==> config.mk <==
export PLATFORM = sky130hd
export DESIGN_NAME = integer_to_ascii_formatter
export DESIGN_NICKNAME = d
export VERILOG_FILES = /design/src/rtl/ita_pkg.sv /design/src/rtl/ita_bcd_step.sv /design/src/rtl/integer_to_ascii_formatter.sv
export SDC_FILE = /design/constraint.sdc
export NUM_CORES = 1
export LEC_CHECK = 0
export BUFFER_PORTS_ARGS = -buffer_cell sky130_fd_sc_hd__buf_2
export CAP_MARGIN = 20
export CORE_ASPECT_RATIO = 1.4
export CORE_MARGIN = 5
export CORE_UTILIZATION = 55
export DETAILED_ROUTE_END_ITERATION = 8
export GPL_TIMING_DRIVEN = 0
export MAX_ROUTING_LAYER = met4
export PLACE_DENSITY_LB_ADDON = 0.2
export SYNTH_ARGS = -nofsm -noshare
export SYNTH_HDL_FRONTEND = slang
export SYNTH_SLANG_ARGS = --single-unit
==> constraint.sdc <==
create_clock -name clk -period 8.4 [get_ports clk]
set_input_delay 1.68 -clock clk [delete_from_list [all_inputs] [get_ports clk]]
set_output_delay 1.68 -clock clk [all_outputs]
set_load 0.01 [all_outputs]
==> src/rtl/ita_pkg.sv <==
// ita_pkg: shared types, codes and character helpers for the integer to ASCII
// formatter. No dependencies; imported by ita_bcd_step and the top level.
package ita_pkg;

  // operation codes on in_operation (code 3 is undefined and yields no text)
  localparam logic [1:0] OP_UDEC = 2'd0;
  localparam logic [1:0] OP_SDEC = 2'd1;
  localparam logic [1:0] OP_HEX  = 2'd2;

  // bits of the binary value folded into the BCD register per cycle
  localparam int unsigned BITS_PER_STEP = 4;

  localparam logic [7:0] CH_ZERO  = 8'h30;  // '0'
  localparam logic [7:0] CH_A_LOW = 8'h61;  // 'a'
  localparam logic [7:0] CH_X     = 8'h78;  // 'x'
  localparam logic [7:0] CH_MINUS = 8'h2d;  // '-'

  typedef enum logic [2:0] {
    ST_IDLE,
    ST_CONV,
    ST_SKIP,
    ST_PFX,
    ST_EMIT
  } ita_state_t;

  // ASCII for one digit, 0-9 then lower-case a-f
  function automatic logic [7:0] ita_char(input logic [3:0] d);
    logic [7:0] c;
    if (d < 4'd10) begin
      c = CH_ZERO + {4'd0, d};
    end else begin
      c = CH_A_LOW + {4'd0, d} - 8'd10;
    end
    return c;
  endfunction

endpackage

==> src/rtl/ita_bcd_step.sv <==
// ita_bcd_step: shared shift-and-add-3 unit; folds BITS_PER_STEP binary bits
// (msb first) into a packed BCD register. Depends on ita_pkg.
module ita_bcd_step #(
  parameter int unsigned NDIG = 20
) (
  input  logic [NDIG*4-1:0]                   bcd_in,
  input  logic [ita_pkg::BITS_PER_STEP-1:0]   bits_in,
  output logic [NDIG*4-1:0]                   bcd_out
);
  import ita_pkg::*;

  always_comb begin
    logic [NDIG*4-1:0] acc;
    acc = bcd_in;
    for (int k = BITS_PER_STEP - 1; k >= 0; k--) begin
      // digits are independent here; only the shift links them
      for (int d = 0; d < NDIG; d++) begin
        if (acc[d*4 +: 4] >= 4'd5) begin
          acc[d*4 +: 4] = acc[d*4 +: 4] + 4'd3;
        end
      end
      acc = {acc[NDIG*4-2:0], bits_in[k]};
    end
    bcd_out = acc;
  end

endmodule

==> src/rtl/integer_to_ascii_formatter.sv <==
// integer_to_ascii_formatter: formats one number as ASCII text, one character
// per output beat, most significant first.
//
// Input: pulse start with in_value and in_operation while busy is low; the beat
// is taken at that edge and, for codes 0 to 2, busy rises on the next cycle.
// in_operation selects unsigned decimal, signed decimal ('-' then magnitude) or
// hex with "0x" prefix. Operation code 3 is accepted and produces no text. Only
// the low VALUE_WIDTH bits of in_value are used.
// Output: each character appears on out_character for exactly one cycle with
// out_valid high; out_last marks the final character. The receiver cannot stall.
// Sequence: decimal first folds the value through the shared shift-add-3 unit
// (four bits per cycle), then both modes drop leading zero digits, keeping at
// least one, then send the prefix if any and the digits. Hex skips the folding
// and starts at the zero drop. The next start is taken as busy falls.
// Reset: synchronous, active low; returns to idle, drops busy and out_valid.
module integer_to_ascii_formatter #(
  parameter int unsigned VALUE_WIDTH = 64
) (
  input  logic       clk,
  input  logic       rst_n,
  input  logic       start,
  output logic       busy,
  input  logic [63:0] in_value,
  input  logic [1:0] in_operation,
  output logic       out_valid,
  output logic [7:0] out_character,
  output logic       out_last
);
  import ita_pkg::*;

  localparam int unsigned VW    = VALUE_WIDTH;
  localparam int unsigned NSTEP = (VW + BITS_PER_STEP - 1) / BITS_PER_STEP;
  localparam int unsigned PADW  = NSTEP * BITS_PER_STEP;
  localparam int unsigned NDEC  = (VW * 30103) / 100000 + 1;
  localparam int unsigned NDIG  = (NDEC > NSTEP) ? NDEC : NSTEP;
  localparam int unsigned DW    = NDIG * 4;
  localparam int unsigned CNTW  = $clog2(NDIG + 1);
  localparam int unsigned SW    = $clog2(NSTEP);

  ita_state_t state_r, state_nxt;

  logic [PADW-1:0] mag_r, mag_nxt;
  logic [DW-1:0]   dig_r, dig_nxt;
  logic [CNTW-1:0] cnt_r, cnt_nxt;
  logic [SW-1:0]   step_r, step_nxt;
  logic [1:0]      pfx_r, pfx_nxt;
  logic            hex_r, hex_nxt;
  logic            out_valid_r, out_valid_nxt;
  logic [7:0]      out_character_r, out_character_nxt;
  logic            out_last_r, out_last_nxt;

  logic [VW-1:0]   in_v;
  logic            in_neg;
  logic [VW-1:0]   in_mag;
  logic [DW-1:0]   bcd_next;
  logic [3:0]      top_dig;
  logic            accept;

  assign accept  = start && (state_r == ST_IDLE);
  assign in_v    = in_value[VW-1:0];
  assign in_neg  = (in_operation == OP_SDEC) && in_v[VW-1];
  // the most negative value negates to itself, read unsigned as 2^(VW-1)
  assign in_mag  = in_neg ? (~in_v + VW'(1)) : in_v;
  assign top_dig = dig_r[DW-1 -: 4];

  ita_bcd_step #(
    .NDIG(NDIG)
  ) u_bcd_step (
    .bcd_in (dig_r),
    .bits_in(mag_r[PADW-1 -: BITS_PER_STEP]),
    .bcd_out(bcd_next)
  );

  // next state
  always_comb begin
    state_nxt = state_r;
    case (state_r)
      ST_IDLE: begin
        if (accept) begin
          if (in_operation == OP_HEX) begin
            state_nxt = ST_SKIP;
          end else if (in_operation == OP_UDEC || in_operation == OP_SDEC) begin
            state_nxt = ST_CONV;
          end
        end
      end
      ST_CONV: begin
        if (step_r == '0) state_nxt = ST_SKIP;
      end
      ST_SKIP: begin
        if (!(cnt_r > CNTW'(1) && top_dig == 4'd0)) begin
          state_nxt = (pfx_r != 2'd0) ? ST_PFX : ST_EMIT;
        end
      end
      ST_PFX: begin
        if (pfx_r == 2'd1) state_nxt = ST_EMIT;
      end
      ST_EMIT: begin
        if (cnt_r == CNTW'(1)) state_nxt = ST_IDLE;
      end
      default: state_nxt = ST_IDLE;
    endcase
  end

  // datapath and outputs
  always_comb begin
    mag_nxt           = mag_r;
    dig_nxt           = dig_r;
    cnt_nxt           = cnt_r;
    step_nxt          = step_r;
    pfx_nxt           = pfx_r;
    hex_nxt           = hex_r;
    out_valid_nxt     = 1'b0;
    out_character_nxt = out_character_r;
    out_last_nxt      = 1'b0;
    case (state_r)
      ST_IDLE: begin
        if (accept) begin
          mag_nxt  = PADW'(in_mag);
          step_nxt = SW'(NSTEP - 1);
          hex_nxt  = (in_operation == OP_HEX);
          if (in_operation == OP_HEX) begin
            // hex digits are the nibbles themselves, aligned to the top
            dig_nxt = {PADW'(in_mag), {(DW - PADW){1'b0}}};
            cnt_nxt = CNTW'(NSTEP);
            pfx_nxt = 2'd2;
          end else begin
            dig_nxt = '0;
            cnt_nxt = CNTW'(NDEC);
            pfx_nxt = in_neg ? 2'd1 : 2'd0;
          end
        end
      end
      ST_CONV: begin
        dig_nxt  = bcd_next;
        mag_nxt  = mag_r << BITS_PER_STEP;
        step_nxt = step_r - SW'(1);
      end
      ST_SKIP: begin
        // drop leading zeros, keep at least one digit
        if (cnt_r > CNTW'(1) && top_dig == 4'd0) begin
          dig_nxt = dig_r << 4;
          cnt_nxt = cnt_r - CNTW'(1);
        end
      end
      ST_PFX: begin
        out_valid_nxt = 1'b1;
        if (hex_r) begin
          out_character_nxt = (pfx_r == 2'd2) ? CH_ZERO : CH_X;
        end else begin
          out_character_nxt = CH_MINUS;
        end
        pfx_nxt = pfx_r - 2'd1;
      end
      ST_EMIT: begin
        out_valid_nxt     = 1'b1;
        out_character_nxt = ita_char(top_dig);
        out_last_nxt      = (cnt_r == CNTW'(1));
        dig_nxt           = dig_r << 4;
        cnt_nxt           = cnt_r - CNTW'(1);
      end
      default: begin
      end
    endcase
  end

  always_ff @(posedge clk) begin
    if (!rst_n) begin
      state_r     <= ST_IDLE;
      out_valid_r <= 1'b0;
    end else begin
      state_r     <= state_nxt;
      out_valid_r <= out_valid_nxt;
    end
  end

  always_ff @(posedge clk) begin
    mag_r           <= mag_nxt;
    dig_r           <= dig_nxt;
    cnt_r           <= cnt_nxt;
    step_r          <= step_nxt;
    pfx_r           <= pfx_nxt;
    hex_r           <= hex_nxt;
    out_character_r <= out_character_nxt;
    out_last_r      <= out_last_nxt;
  end

  assign busy          = (state_r != ST_IDLE);
  assign out_valid     = out_valid_r;
  assign out_character = out_character_r;
  assign out_last      = out_last_r;

endmodule

==> flow_summary.yaml <==
setup_path:
  critPathBufInv: 3
  path_delay_family: "compound AO/OA/AOI/OAI gates"
  timing.critical_path.from_type: "flip-flop"
  setup.worst_path.start: "dig_r[0]$_SDFFCE_PP0P_"
  worstReg2RegStart: "dig_r[0]$_SDFFCE_PP0P_"
  critical_path.endpoint_type: "flip-flop"
  cp.arrival_ns: 4.63
  critical_path_required_ns: 8.55
  worst-r2r-setup-slack_ns: 3.92
  crit_top_cell: "sky130_fd_sc_hd__ha_1"
  worst-path-max-fanout: 4
  critical_path.slowest_cell: "sky130_fd_sc_hd__edfxtp_1"
  crit_type: "flip-flop to flip-flop"
  path_cells: "inv_1 > ha_1 > nand2b_1 > a21oi_1 > xnor2_1 > ha_1 > nor2b_1 > nand2b_1 > mux2i_1 > inv_1 > ha_1 > nor2b_1 > o21ai_1 > xor2_1 > inv_1 > ha_1 > nand2b_1 > a21boi_1 > mux2i_1 > o21ai_0"
  cpPeakStageDelay_ns: 0.45
min_path:
  min-delay-path-class: "flip-flop to flip-flop"
  timing.hold.worst.start: "mag_r[60]$_DFFE_PP_"
timing:
  slew_violations: 0
  setup_repair_after_global_routing_missed_its_margin: "no"
  timing.setup.tns_ns: 0
  relSlewSlack: 0.289
  maxClockFrequency_mhz: 223
  max_slew.worst_pin.slew_ns: 1.07
  fin_ws_ns: 3.92
  final_period_minus_worst_setup_slack_ns: 4.48
  final-setup-viol-count: 0
  period_share: 0.533
  timing.clock.skew_ns: 0.0111
  finalHoldViolations: 0
global_route:
  grt_start_max_net_pins: 33
  globalRouteMet3Util: 0.0340
  busiest_layer: "met2"
  grt_usage: 0.268
  grt_use_met2: 0.472
  first_global_vias: 15700
  groute.layer.met1.usage: 0.301
  first_pass_grt_wire_length_um: 76500
  antenna_found_initial: 3
  grt_remaining_overflow: 0
logic_synthesis:
  postSynth.asyncResetShare: 0
  postSynthCellCount: 2124
  ys_seq_elements: 168
  dominantRegCellSynth: "sky130_fd_sc_hd__edfxtp_1"
  synth_area_per_cell_um2: 8.29
  synth_enable_flop_cells: 163
  part_of_the_yosys_area_used_for_sequential_elements: 0.284
  synth_cell_type_count: 107
  synth_warnings: 0
  synth_area_mm2: 0.0176
  syn_nets: 2303
final_layout:
  stdcell_count: 2637
  layout.cell_area.non_filler_mm2: 0.0193
  fillerInstances: 2813
  area_used_by_multi_input_combinational_logic_mm2: 0.0118
  final_layout_size_suffix_gt1_frac: 0.119
  flow.area_growth_from_synthesis_pct: 9.46
  sequential_cell_area_mm2: 0.00499
  finish.net_count: 2405
placement:
  place_congestion: 0.916
  post_dp_cell_area_mm2: 0.0186
  dp_cells: 2602
  dpl_worst_slack_ns: 3.65
  portBuffers: 78
  detailedPlacementHpwl_um: 37400
detailed_routing:
  route.detailed.vias_per_inst: 6.29
  initialDrtViolationCount: 1374
  wire_per_inst_um: 18.4
  drt_drc_violations_left: 0
  num_vias: 16600
  sum_of_routed_wire_length_over_all_layers_um: 48600
  first_pass_iters: 6
  antenna_violating_nets_post_route: 0
clock_tree:
  cts_hold_buffers: 0
  path_clk_slew_ns: 0.06
  cts_buffer_depth: 2
  clock_sinks: 168
  htreeDepth: 4
  cts_tree: "done"
  insertion_delay_ns: 0.43
  postCtsResizedCells: 0
  postCtsSetupRepairBufs: 0
  clock_tree.root_cell: "sky130_fd_sc_hd__clkbuf_16"
  tritoncts.num_buffers: 17
die:
  initial_utilization: 0.557
  design.core.area_mm2: 0.0316
  ios: 80
  die_h_um: 222
  die_width_um: 161
  fp.dieArea_mm2: 0.0357
  std_cell_rows: 77
run_status:
  run_status: "finished, final reports clean"
flow_run:
  max_cap_viol_count: 0
-- cells in the mapped netlist (6+ instances only) --
master	instances	area share
sky130_fd_sc_hd__nor2b_1	37	0.013
sky130_fd_sc_hd__a22oi_1	51	0.022
sky130_fd_sc_hd__a21oi_2	12	0.0060
sky130_fd_sc_hd__o31ai_1	22	0.0094
sky130_fd_sc_hd__inv_2	6	0.0013
sky130_fd_sc_hd__nand2b_1	52	0.018
sky130_fd_sc_hd__a31oi_1	27	0.0096
sky130_fd_sc_hd__o211ai_1	20	0.0085
sky130_fd_sc_hd__o21ai_2	7	0.0035
sky130_fd_sc_hd__xnor2_1	73	0.036
sky130_fd_sc_hd__o21ai_0	214	0.061
sky130_fd_sc_hd__xnor2_2	17	0.016
sky130_fd_sc_hd__a31oi_2	6	0.0043
sky130_fd_sc_hd__edfxtp_1	163	0.28
sky130_fd_sc_hd__nor3_1	49	0.014
sky130_fd_sc_hd__mux2_2	30	0.019
sky130_fd_sc_hd__clkbuf_1	57	0.012
sky130_fd_sc_hd__nor3b_1	16	0.0068
sky130_fd_sc_hd__a21o_1	16	0.0068
sky130_fd_sc_hd__a211oi_1	28	0.012
sky130_fd_sc_hd__xor2_1	38	0.019
sky130_fd_sc_hd__a22o_1	6	0.0030
sky130_fd_sc_hd__nor2_1	155	0.033
sky130_fd_sc_hd__and2_1	25	0.0089
sky130_fd_sc_hd__ha_1	110	0.078
sky130_fd_sc_hd__nand2_1	201	0.043
sky130_fd_sc_hd__or3_1	16	0.0057
sky130_fd_sc_hd__a21oi_1	140	0.040
sky130_fd_sc_hd__or3b_1	8	0.0040
sky130_fd_sc_hd__o21bai_1	13	0.0055
sky130_fd_sc_hd__o21ai_1	57	0.016
sky130_fd_sc_hd__o22ai_1	8	0.0028
sky130_fd_sc_hd__or2_2	14	0.0050
sky130_fd_sc_hd__o21a_1	37	0.016
sky130_fd_sc_hd__and3_1	13	0.0046
sky130_fd_sc_hd__or2_1	6	0.0021
sky130_fd_sc_hd__nand3b_1	6	0.0026
sky130_fd_sc_hd__nand3_1	19	0.0054
sky130_fd_sc_hd__inv_1	139	0.030
sky130_fd_sc_hd__a31o_2	6	0.0030
sky130_fd_sc_hd__nand4_1	7	0.0025
sky130_fd_sc_hd__mux2i_1	51	0.029
sky130_fd_sc_hd__nor4_1	7	0.0025
-- cells in the final DEF, fill, tap and decap left out, drive strengths merged, types with 34 or more instances in the layout --
cell type  instances
xor2              39
a21oi            152
clkbuf            75
xnor2             91
nor2b             37
edfxtp           163
a22oi             51
nor3              51
ha               110
nand2b            53
o21ai            278
buf               98
o21a              37
a31oi             34
inv              145
nor2             157
mux2i             55
nand2            202
-- worst paths after layout --
path / to / cells after the start
setup / recovery: dig_r[6]$_SDFFCE_PP0P_ / 20
hold / removal: dig_r[0]$_SDFFCE_PP0P_ / 1
setup reg to reg: dig_r[6]$_SDFFCE_PP0P_ / 20
hold reg to reg: dig_r[0]$_SDFFCE_PP0P_ / 1
-- routing by layer --
layer | vias up | share of wire | wire length, um
met5 | - | 0 | 0
met4 | 0 | 0.051 | 2490
met3 | 154 | 0.056 | 2740
met2 | 581 | 0.51 | 24600
met1 | 7826 | 0.39 | 18800
li1 | 8026 | - | -
-- final cells by class --
| type | count | share of cell area |
|---|---|---|
| multi-input cells | 1738 | 0.611 |
| flip-flops and latches | 168 | 0.259 |
| inverters | 145 | 0.0282 |
| repair buffers | 83 | 0.0262 |
| well taps | 395 | 0.0256 |
| clock buffers | 17 | 0.0221 |
| plain buffers | 73 | 0.0166 |
| clock inverters | 15 | 0.0108 |
| diodes | 3 | 0.000389 |
-- through the flow --
stage | util | hold slack, ns
5_1_grt | 0.610 | 0.547
2_1_floorplan | - | 0.496
6_report | 0.610 | 0.517
4_1_cts | 0.610 | 0.517
3_5_place_dp | 0.590 | 0.503
3_3_place_gp | 0.585 | 0.500
-- cell families (layout without fill, tap and decap cells) --
| kind of cell | after synthesis | after routing | share of synthesized area |
|---|---|---|---|
| AOI/OAI and AO/OA | 753 | 753 | 0.277 |
| xor gates and xnor gates | 130 | 130 | 0.0734 |
| adders and majority gates | 110 | 110 | 0.0782 |
| buffers and inverters | 218 | 333 | 0.0490 |
| DFF | 168 | 168 | 0.284 |
| muxes | 85 | 85 | 0.0518 |
| other | 2 | 5 | 0.000426 |
| and+or+nand+nor | 658 | 658 | 0.186 |
-- flip-flops by register name, summed over array words and instances (netlist names) --
register and flops:
dig_r 80, mag_r 64, out_character 7, cnt_r 5
step_r 4, state_r 3, pfx_r 2, hex_r 1
out_last 1, out_valid 1
-- worst register-to-register path, stage by stage (launching register included) --
cell and delay, ns:
sky130_fd_sc_hd__edfxtp_1 0.45, sky130_fd_sc_hd__inv_1 0.13, sky130_fd_sc_hd__ha_1 0.20, sky130_fd_sc_hd__nand2b_1 0.08
sky130_fd_sc_hd__a21oi_1 0.25, sky130_fd_sc_hd__xnor2_1 0.18, sky130_fd_sc_hd__ha_1 0.24, sky130_fd_sc_hd__nor2b_1 0.14
sky130_fd_sc_hd__nand2b_1 0.14, sky130_fd_sc_hd__mux2i_1 0.36, sky130_fd_sc_hd__inv_1 0.09, sky130_fd_sc_hd__ha_1 0.21
sky130_fd_sc_hd__nor2b_1 0.13, sky130_fd_sc_hd__o21ai_1 0.26, sky130_fd_sc_hd__xor2_1 0.29, sky130_fd_sc_hd__inv_1 0.10
sky130_fd_sc_hd__ha_1 0.19, sky130_fd_sc_hd__nand2b_1 0.15, sky130_fd_sc_hd__a21boi_1 0.27, sky130_fd_sc_hd__mux2i_1 0.23
sky130_fd_sc_hd__o21ai_0 0.09
Power is left out: the tool's default activity adds up to more than one toggle a clock period on the data nets, which glitch-free logic cannot reach.
